[src/rtl/ppc_pkg.sv]
// Probe packet checker package: status codes, size limits, seen-map row geometry
// and the per-packet summary that travels from the word parser to the status stage.
// No dependencies.
package ppc_pkg;

  localparam logic [2:0] ST_OK           = 3'd0;
  localparam logic [2:0] ST_BAD_SIZE     = 3'd1;
  localparam logic [2:0] ST_LEN_MISMATCH = 3'd2;
  localparam logic [2:0] ST_SEQ_RANGE    = 3'd3;
  localparam logic [2:0] ST_DUPLICATE    = 3'd4;
  localparam logic [2:0] ST_PAYLOAD      = 3'd5;

  localparam logic [11:0] MIN_BYTES = 12'd16;
  localparam logic [11:0] MAX_BYTES = 12'd1400;
  localparam logic [11:0] SAT_BYTES = 12'd2048;
  localparam logic [9:0]  POS_MAX   = 10'd1023;
  localparam logic [9:0]  POS_SAT   = 10'd512;
  localparam logic [16:0] TOTAL_MAX = 17'h1FFFF;

  localparam int unsigned ROW_BITS = 32;
  localparam int unsigned ROW_LSB  = 5;

  typedef struct packed {
    logic [2:0]  pre_status;
    logic        payload_bad;
    logic [31:0] seq;
    logic [11:0] bytes;
  } pkt_info_t;

endpackage

[src/rtl/ppc_parse.sv]
// Word parser: tracks position, declared length, header sequence and payload
// compare for the packet in flight; summarizes the packet on its last word.
// Depends on ppc_pkg.
module ppc_parse #(
  parameter int unsigned SEQ_SPACE = 65536
) (
  input  logic              clk,
  input  logic              rst,
  input  logic              accept,
  input  logic [31:0]       data_word,
  input  logic              is_last,
  input  logic [2:0]        last_valid_bytes,
  output ppc_pkg::pkt_info_t info
);
  import ppc_pkg::*;

  logic [9:0]  word_position;
  logic [31:0] declared_length;
  logic [31:0] header_sequence;
  logic        payload_bad;

  logic [2:0]  vb;
  logic [31:0] mask;
  logic [31:0] word_m;
  logic [31:0] decl;
  logic [31:0] seq;
  logic        mism;
  logic [11:0] bytes;
  logic        size_bad;
  logic        len_bad;
  logic        range_bad;

  always_comb begin
    vb = (last_valid_bytes == 3'd0 || last_valid_bytes > 3'd4) ? 3'd4 : last_valid_bytes;
    case (vb)
      3'd1:    mask = 32'h0000_00FF;
      3'd2:    mask = 32'h0000_FFFF;
      3'd3:    mask = 32'h00FF_FFFF;
      default: mask = 32'hFFFF_FFFF;
    endcase
    word_m = is_last ? (data_word & mask) : data_word;
    decl   = (word_position == 10'd0) ? word_m : declared_length;
    seq    = (word_position == 10'd1) ? word_m : header_sequence;
    mism   = (word_position >= 10'd4) && (word_m != header_sequence);
    if (word_position >= POS_SAT) begin
      bytes = SAT_BYTES;
    end else begin
      bytes = 12'({word_position[8:0], 2'b00}) + 12'(vb);
    end
    size_bad  = (bytes < MIN_BYTES) || (bytes > MAX_BYTES);
    len_bad   = decl != 32'(bytes);
    range_bad = {1'b0, seq} >= 33'(SEQ_SPACE);

    info.seq         = seq;
    info.bytes       = bytes;
    info.payload_bad = payload_bad | mism;
    if (size_bad) begin
      info.pre_status = ST_BAD_SIZE;
    end else if (len_bad) begin
      info.pre_status = ST_LEN_MISMATCH;
    end else if (range_bad) begin
      info.pre_status = ST_SEQ_RANGE;
    end else begin
      info.pre_status = ST_OK;
    end
  end

  always_ff @(posedge clk) begin
    if (rst || (accept && is_last)) begin
      word_position   <= '0;
      declared_length <= '0;
      header_sequence <= '0;
      payload_bad     <= 1'b0;
    end else if (accept) begin
      if (word_position == 10'd0) begin
        declared_length <= data_word;
      end
      if (word_position == 10'd1) begin
        header_sequence <= data_word;
      end
      if (mism) begin
        payload_bad <= 1'b1;
      end
      if (word_position < POS_MAX) begin
        word_position <= word_position + 10'd1;
      end
    end
  end

endmodule

[config.mk]
export PLATFORM = sky130hd
export DESIGN_NAME = ppc_parse
export DESIGN_NICKNAME = d
export VERILOG_FILES = /design/src/rtl/ppc_pkg.sv /design/src/rtl/ppc_parse.sv
export SDC_FILE = /design/constraint.sdc
export NUM_CORES = 1
export LEC_CHECK = 0
export BUFFER_PORTS_ARGS = -buffer_cell sky130_fd_sc_hd__buf_2
export CAP_MARGIN = 30
export CORE_MARGIN = 3
export CORE_UTILIZATION = 40
export DETAILED_ROUTE_END_ITERATION = 6
export GPL_TIMING_DRIVEN = 0
export PLACE_DENSITY = 0.62
export SYNTH_ARGS = -nofsm -noshare
export SYNTH_HDL_FRONTEND = slang
export SYNTH_SLANG_ARGS = --single-unit
[constraint.sdc]
create_clock -name clk -period 4 [get_ports clk]
set_input_delay 0.2 -clock clk [delete_from_list [all_inputs] [get_ports clk]]
set_output_delay 0.2 -clock clk [all_outputs]
set_load 0.02 [all_outputs]
==> results of run 1 <==
-- flip-flops by register name, summed over array words and instances (netlist names) --
register and flops:
declared_length 32, header_sequence 32, word_position 10, payload_bad 1
-- logic make-up (layout without fill, tap and decap cells) --
| group | Yosys count | after routing | synth area share (%) |
|---|---|---|---|
| buffers and inverters | 57 | 153 | 5.15 |
| DFF | 75 | 75 | 32.7 |
| adders and majority gates | 6 | 6 | 1.64 |
| AOI/OAI and AO/OA | 167 | 167 | 20.4 |
| muxes | 13 | 13 | 3.05 |
| and+or+nand+nor | 299 | 299 | 29.9 |
| other | 1 | 1 | 0.0817 |
| xor gates and xnor gates | 37 | 37 | 7.06 |
-- power by group through the flow --
stage	sequential (mW)	combinational, mW	clock [mW]
2_1_floorplan	0.806	0.257	0
3_3_place_gp	0.811	0.393	0
3_5_place_dp	0.812	0.396	0
5_1_grt	0.799	0.438	1.05
4_1_cts	0.795	0.398	1.02
6_report	0.796	0.403	1.01
-- metrics by stage --
step	power [mW]	worst slack (ns)
finish	2.20	0.218
global route	2.28	0.118
CTS	2.21	0.317
detailed placement	1.21	0.331
global placement	1.20	0.396
floorplan	1.06	0.922
-- cell type report --
class | count | area [um2] | area share (%)
multi-input cells | 523 | 2850 | 51.5
plain buffers | 41 | 176 | 3.19
repair buffers | 80 | 400 | 7.24
inverters | 16 | 60.1 | 1.09
well taps | 140 | 175 | 3.17
clock buffers | 10 | 229 | 4.14
clock inverters | 6 | 138 | 2.49
flip-flops and latches | 75 | 1500 | 27.1
-- placed cells by master, fill, tap and decap left out, types with 5 or more instances in the layout --
master and count:
a21oi_1 82, a31oi_1 11, and3_1 7, buf_2 89, clkbuf_1 30, clkbuf_16 9
dfxtp_1 75, ha_1 6, inv_1 16, mux2_2 8, mux2i_1 5, nand2_1 179
nand3_1 13, nand4_1 9, nor2_1 37, nor3_1 10, nor4_1 9, nor4bb_1 5
o21ai_0 40, o21ai_1 6, o22ai_1 5, or3_1 7, xnor2_1 30, xor2_1 7
-- metal layers --
layer	GRT usage, %	part of all wire, %	wire length (um)
met4	9.29	2.7	409
met1	32.9	43	6630
met5	0	0	0
met2	37.4	46	7010
met3	3.53	8.3	1270
-- worst reg2reg max path: stages (launching register included) --
cell      delay (ns)
dfxtp_1         0.30
clkbuf_1        0.25
nor4_4          0.39
nand3_1         0.33
clkbuf_1        0.39
nor2_1          0.51
buf_2           0.34
nand2_1         0.10
a21oi_1         0.15
-- how the worst max path moves through the flow --
stage | start | to | cells after the start
finish | last_valid_bytes[0] | info[44] | 11
CTS | last_valid_bytes[0] | info[44] | 11
global placement | last_valid_bytes[0] | info[44] | 11
global route | last_valid_bytes[0] | info[44] | 11
floorplan | last_valid_bytes[0] | info[45] | 13
detailed placement | last_valid_bytes[0] | info[44] | 11
==> results.cfg, run 1 <==
[outcome]
outcome = finished clean

[drt]
wirelength_um = 15300
vias = 5037
dr.pass1.iters = 6
via_per_inst = 5.65
ant_nets = 0
route.detailed.drc = 0
dr.first_iter.drc_count = 417
routedWlPerCell_um = 17.2

[synthesis]
postSynth.asyncResetShare_pct = 0
ys_top_cells_by_count = nand2_1, a21oi_1, dfxtp_1
synth_top_area_share_pct = 32.7
syn_inst = 655
netlist_area_um2 = 4590
synthFlopType = dfxtp_1
ys_top_cells_by_area = dfxtp_1, nand2_1, a21oi_1
ys_ff_latch = 75
synth_most_common_cell = nand2_1
synth_edf_count = 0
ys_types = 50
synth_top_area_cell = dfxtp_1
yosysSeqAreaShare_pct = 32.7
syn_nets = 700
yosys_warnings = 0
synth_area_per_cell_um2 = 7.01

[timing]
clock_skew_ns = 0.00777
slew_violations = 0
fin_crit_sh_pct = 94.5
hold-worst-slack_ns = 0.143
fmax_ghz = 0.264
finalSetupTns_ns = 0
worst_slew_pin_slew_ns = 0.775
slew_headroom_pct = 47.0
layout_min_cycle_time_ns = 3.78
rsz0062_at_grt = false
setup_violations = 0
hold_violations = 0

[grt]
grt_usage_pct = 23.8
antenna_found_initial = 0
first_global_vias = 4606
grt_pass1_wl_um = 24400
gr-total-overflow = 0
grt_max_degree = 14

[clock_network]
cts.path.max_buffers = 2
cts_tree = built
post_cts_buffers = 0
insertion_delay_ns = 0.33
htree_levels = 3
cts_made_buffers = 9
cts.clk_slew.worst_paths_ns = 0.06
ctsHoldBuffers = 0
root_buffer = clkbuf_16
post_cts_resized = 0
cts_sinks = 75

[worst_setup_path]
critPathCaptureType = output pin
cp_cell_sequence = buf_2 > nor2_1 > inv_1 > ha_1 > nand3b_1 > o21ai_0 > a2111oi_0 > nand4_1 > or4_1 > o32a_1 > buf_2
r2r_start = word_position[9]
cp_max_fo = 6
reg2reg_depth = 8
worstPathRequired_ns = 3.80
worst-path-buf-inv = 3
reg2reg_slack_ns = 1.19
cpMostUsedCell = buf_2
cp_slowest_cell = a2111oi_0
max_stage_delay_ns = 0.78
criticalPathCategory = in -> out
path_delay_family = compound AO/OA/AOI/OAI gates
r2r-end = header_sequence[26]
crit_arrival_ns = 3.58
worstSetupStartpointType = primary input

[finish]
area_growth_pct = 20.5
stdcell_count = 891
fin_area_um2 = 5530
final_util_pct = 50.1
n_fill_cell = 1116
layout-drive-gt1-share_pct = 16.5
layout.nets = 791
antenna_cells = 0

[hold_path]
worstHoldStart = data_word[8]
hold_path_class = in -> reg
min_path_cells = 3
hold_end = header_sequence[8]

[power_and_ir_drop]
power_switching_uw = 619
powerDensity_nw_per_um2 = 399
swShare_pct = 28.1
pwr-share-clk_pct = 45.6
combPwrFrac_pct = 18.3
power.leakage_nw = 2.17
ir_drop_uv = 181
seqPwrFrac_pct = 36.1
p_int_mw = 1.59

[placement]
dpl_cell_area_um2 = 5160
dp.cells = 875
hpwl_um = 11600
place.gp.congestion = 0.972
io_buffers = 80

[floorplan]
rows = 38
dieHeight_um = 113
die-width_um = 113
die_area_um2 = 12800
core-area_um2 = 11000
start_util_pct = 41.6
io-pin-count = 87

[job]
cap_violations = 0
Note: power is estimated with default switching activity, not from simulation.
==> run 2, diff against run 1 <==
--- a/config.mk
+++ b/config.mk
@@ -7,7 +7,7 @@
 export LEC_CHECK = 0
 export BUFFER_PORTS_ARGS = -buffer_cell sky130_fd_sc_hd__buf_2
 export CAP_MARGIN = 30
-export CORE_MARGIN = 3
+export CORE_MARGIN = 2
 export CORE_UTILIZATION = 40
 export DETAILED_ROUTE_END_ITERATION = 6
 export GPL_TIMING_DRIVEN = 0
==> run 2 against run 1 <==
  * Non-clock buffer count is the same
  * Routed wire length shrank 1.8%
  * Count of clock-buffer cells in the layout shrank 1
  * Combinational power shrank 1%
  * Sequential share of layout area grew 0.062 points
  * Register-to-register slack gained 0.10 ns
  * First-iteration DRC count grew 3.4%
  * Total power shrank 2.2%
  * Largest cell class unchanged
==> results.cfg, run 2 (synthesized netlist as in run 1, its figures left out) <==
[finish]
mostFrequentLayoutCells = nand2_1, buf_2, a21oi_1
area_growth_pct = 20.3
layout.nets = 791
fin_area_um2 = 5520
final_common_cell = nand2_1
reg_top3 = declared_length (32), header_sequence (32), word_position (10)
layout-drive-gt1-share_pct = 16.6
antenna_cells = 0

[drt]
vias = 4979
route.detailed.drc = 0
dr.pass1.iters = 5
via_per_inst = 5.57
wirelength_um = 15100
dr.first_iter.drc_count = 431
routedWlPerCell_um = 16.8
ant_nets = 0

[hold_path]
min_path_cells = 3
worstHoldStart = data_word[8]
hold_path_class = in -> reg
hold_end = header_sequence[8]

[grt]
grt_pass1_wl_um = 23900
grt_max_degree = 15
antenna_found_initial = 0
first_global_vias = 4526
gr-total-overflow = 0
grt_usage_pct = 24.2

[worst_setup_path]
crit_start = last_valid_bytes[0]
r2r_start = word_position[9]
critPathCaptureType = output pin
cp_cell_sequence = buf_2 > nor2_1 > inv_1 > ha_1 > nand3b_1 > o21ai_0 > a2111oi_0 > nand4_1 > or4_1 > o32a_1 > buf_2
worstSetupStartpointType = primary input
reg2reg_slack_ns = 1.29
cp_max_fo = 6
criticalPathCategory = in -> out
r2r-end = header_sequence[21]
cp_slowest_cell = a2111oi_0
reg2reg_depth = 8
cpMostUsedCell = buf_2
max_stage_delay_ns = 0.76
crit_arrival_ns = 3.61
worstPathRequired_ns = 3.80

[clock_network]
htree_levels = 3
insertion_delay_ns = 0.34
cts.path.max_buffers = 2
cts_tree = built
ctsHoldBuffers = 0
root_buffer = clkbuf_16
post_cts_resized = 0
cts_sinks = 75
cts.clk_slew.worst_paths_ns = 0.06
post_cts_buffers = 0
cts_made_buffers = 9

[floorplan]
dieHeight_um = 111
rows = 39
die_area_um2 = 12300
io-pin-count = 87
core-area_um2 = 11300
start_util_pct = 40.5
die-width_um = 111

[power_and_ir_drop]
power.leakage_nw = 2.15
ir_drop_uv = 174
powerDensity_nw_per_um2 = 391

[timing]
clock_skew_ns = 0.00458
setup_violations = 0
rsz0062_at_grt = false
worst_slew_pin_slew_ns = 0.736
hold_violations = 0
slew_headroom_pct = 49.6
finalSetupTns_ns = 0
layout_min_cycle_time_ns = 3.81
fin_crit_sh_pct = 95.3
fmax_ghz = 0.262
slew_violations = 0

[outcome]
outcome = finished clean

[placement]
dpl_cell_area_um2 = 5170
hpwl_um = 11400
io_buffers = 80
place.gp.congestion = 0.958

[job]
cap_violations = 0
-- run 2: cell types whose count changed in the layout (fill, tap and decap cells not counted) --
cell / change
clkinvlp_4: +2
bufinv_16: -1
clkbuf_1: -1
clkinv_4: -1
inv_8: +1
-- run 2: per-layer routing --
layer	GRT usage [%]	wire length, um	vias to the layer above
met5	0	0	-
met4	9.38	447	0
met3	3.66	1040	27
met2	38.2	6940	206
met1	33.5	6630	2296
li1	-	-	2450
-- run 2: cell type report --
type	count	area [um2]
plain buffers	41	176
clock buffers	9	225
clock inverters	7	125
fillers	1178	5800
inverters	16	60.1
multi-input cells	523	2850
flip-flops and latches	75	1500
well taps	143	179
repair buffers	80	400
-- run 2: worst max path at each step --
stage	endpoint	slack, ns	cells past startpoint
after detailed placement	info[44]	0.30	11
after global routing	info[44]	0.18	11
after global placement	info[44]	0.41	11
final	info[44]	0.19	11
after CTS	info[44]	0.29	11
after floorplan	info[45]	0.92	13
-- run 2: power breakdown --
group          switching [mW]  internal (mW)
registers              0.0224          0.774
logic                   0.263          0.136
clock network           0.346          0.615
total                   0.631           1.52
-- run 2: through the flow --
step	setup slack [ns]	instances	total power [mW]	hold slack [ns]	utilization [%]
5_1_grt	0.183	894	2.24	0.154	48.8
6_report	0.189	894	2.16	0.139	48.8
2_1_floorplan	0.922	655	1.06	0.336	-
3_3_place_gp	0.407	878	1.20	0.441	45.7
3_5_place_dp	0.303	878	1.21	0.446	45.7
4_1_cts	0.286	894	2.16	0.134	48.8
-- run 2: worst max-delay path, delay by kind of cell --
family	cells	cell delay, ns
AOI/OAI and AO/OA	3	1.38
buffers and inverters	3	0.40
adders and majority gates	1	0.35
and+or+nand+nor	4	1.29
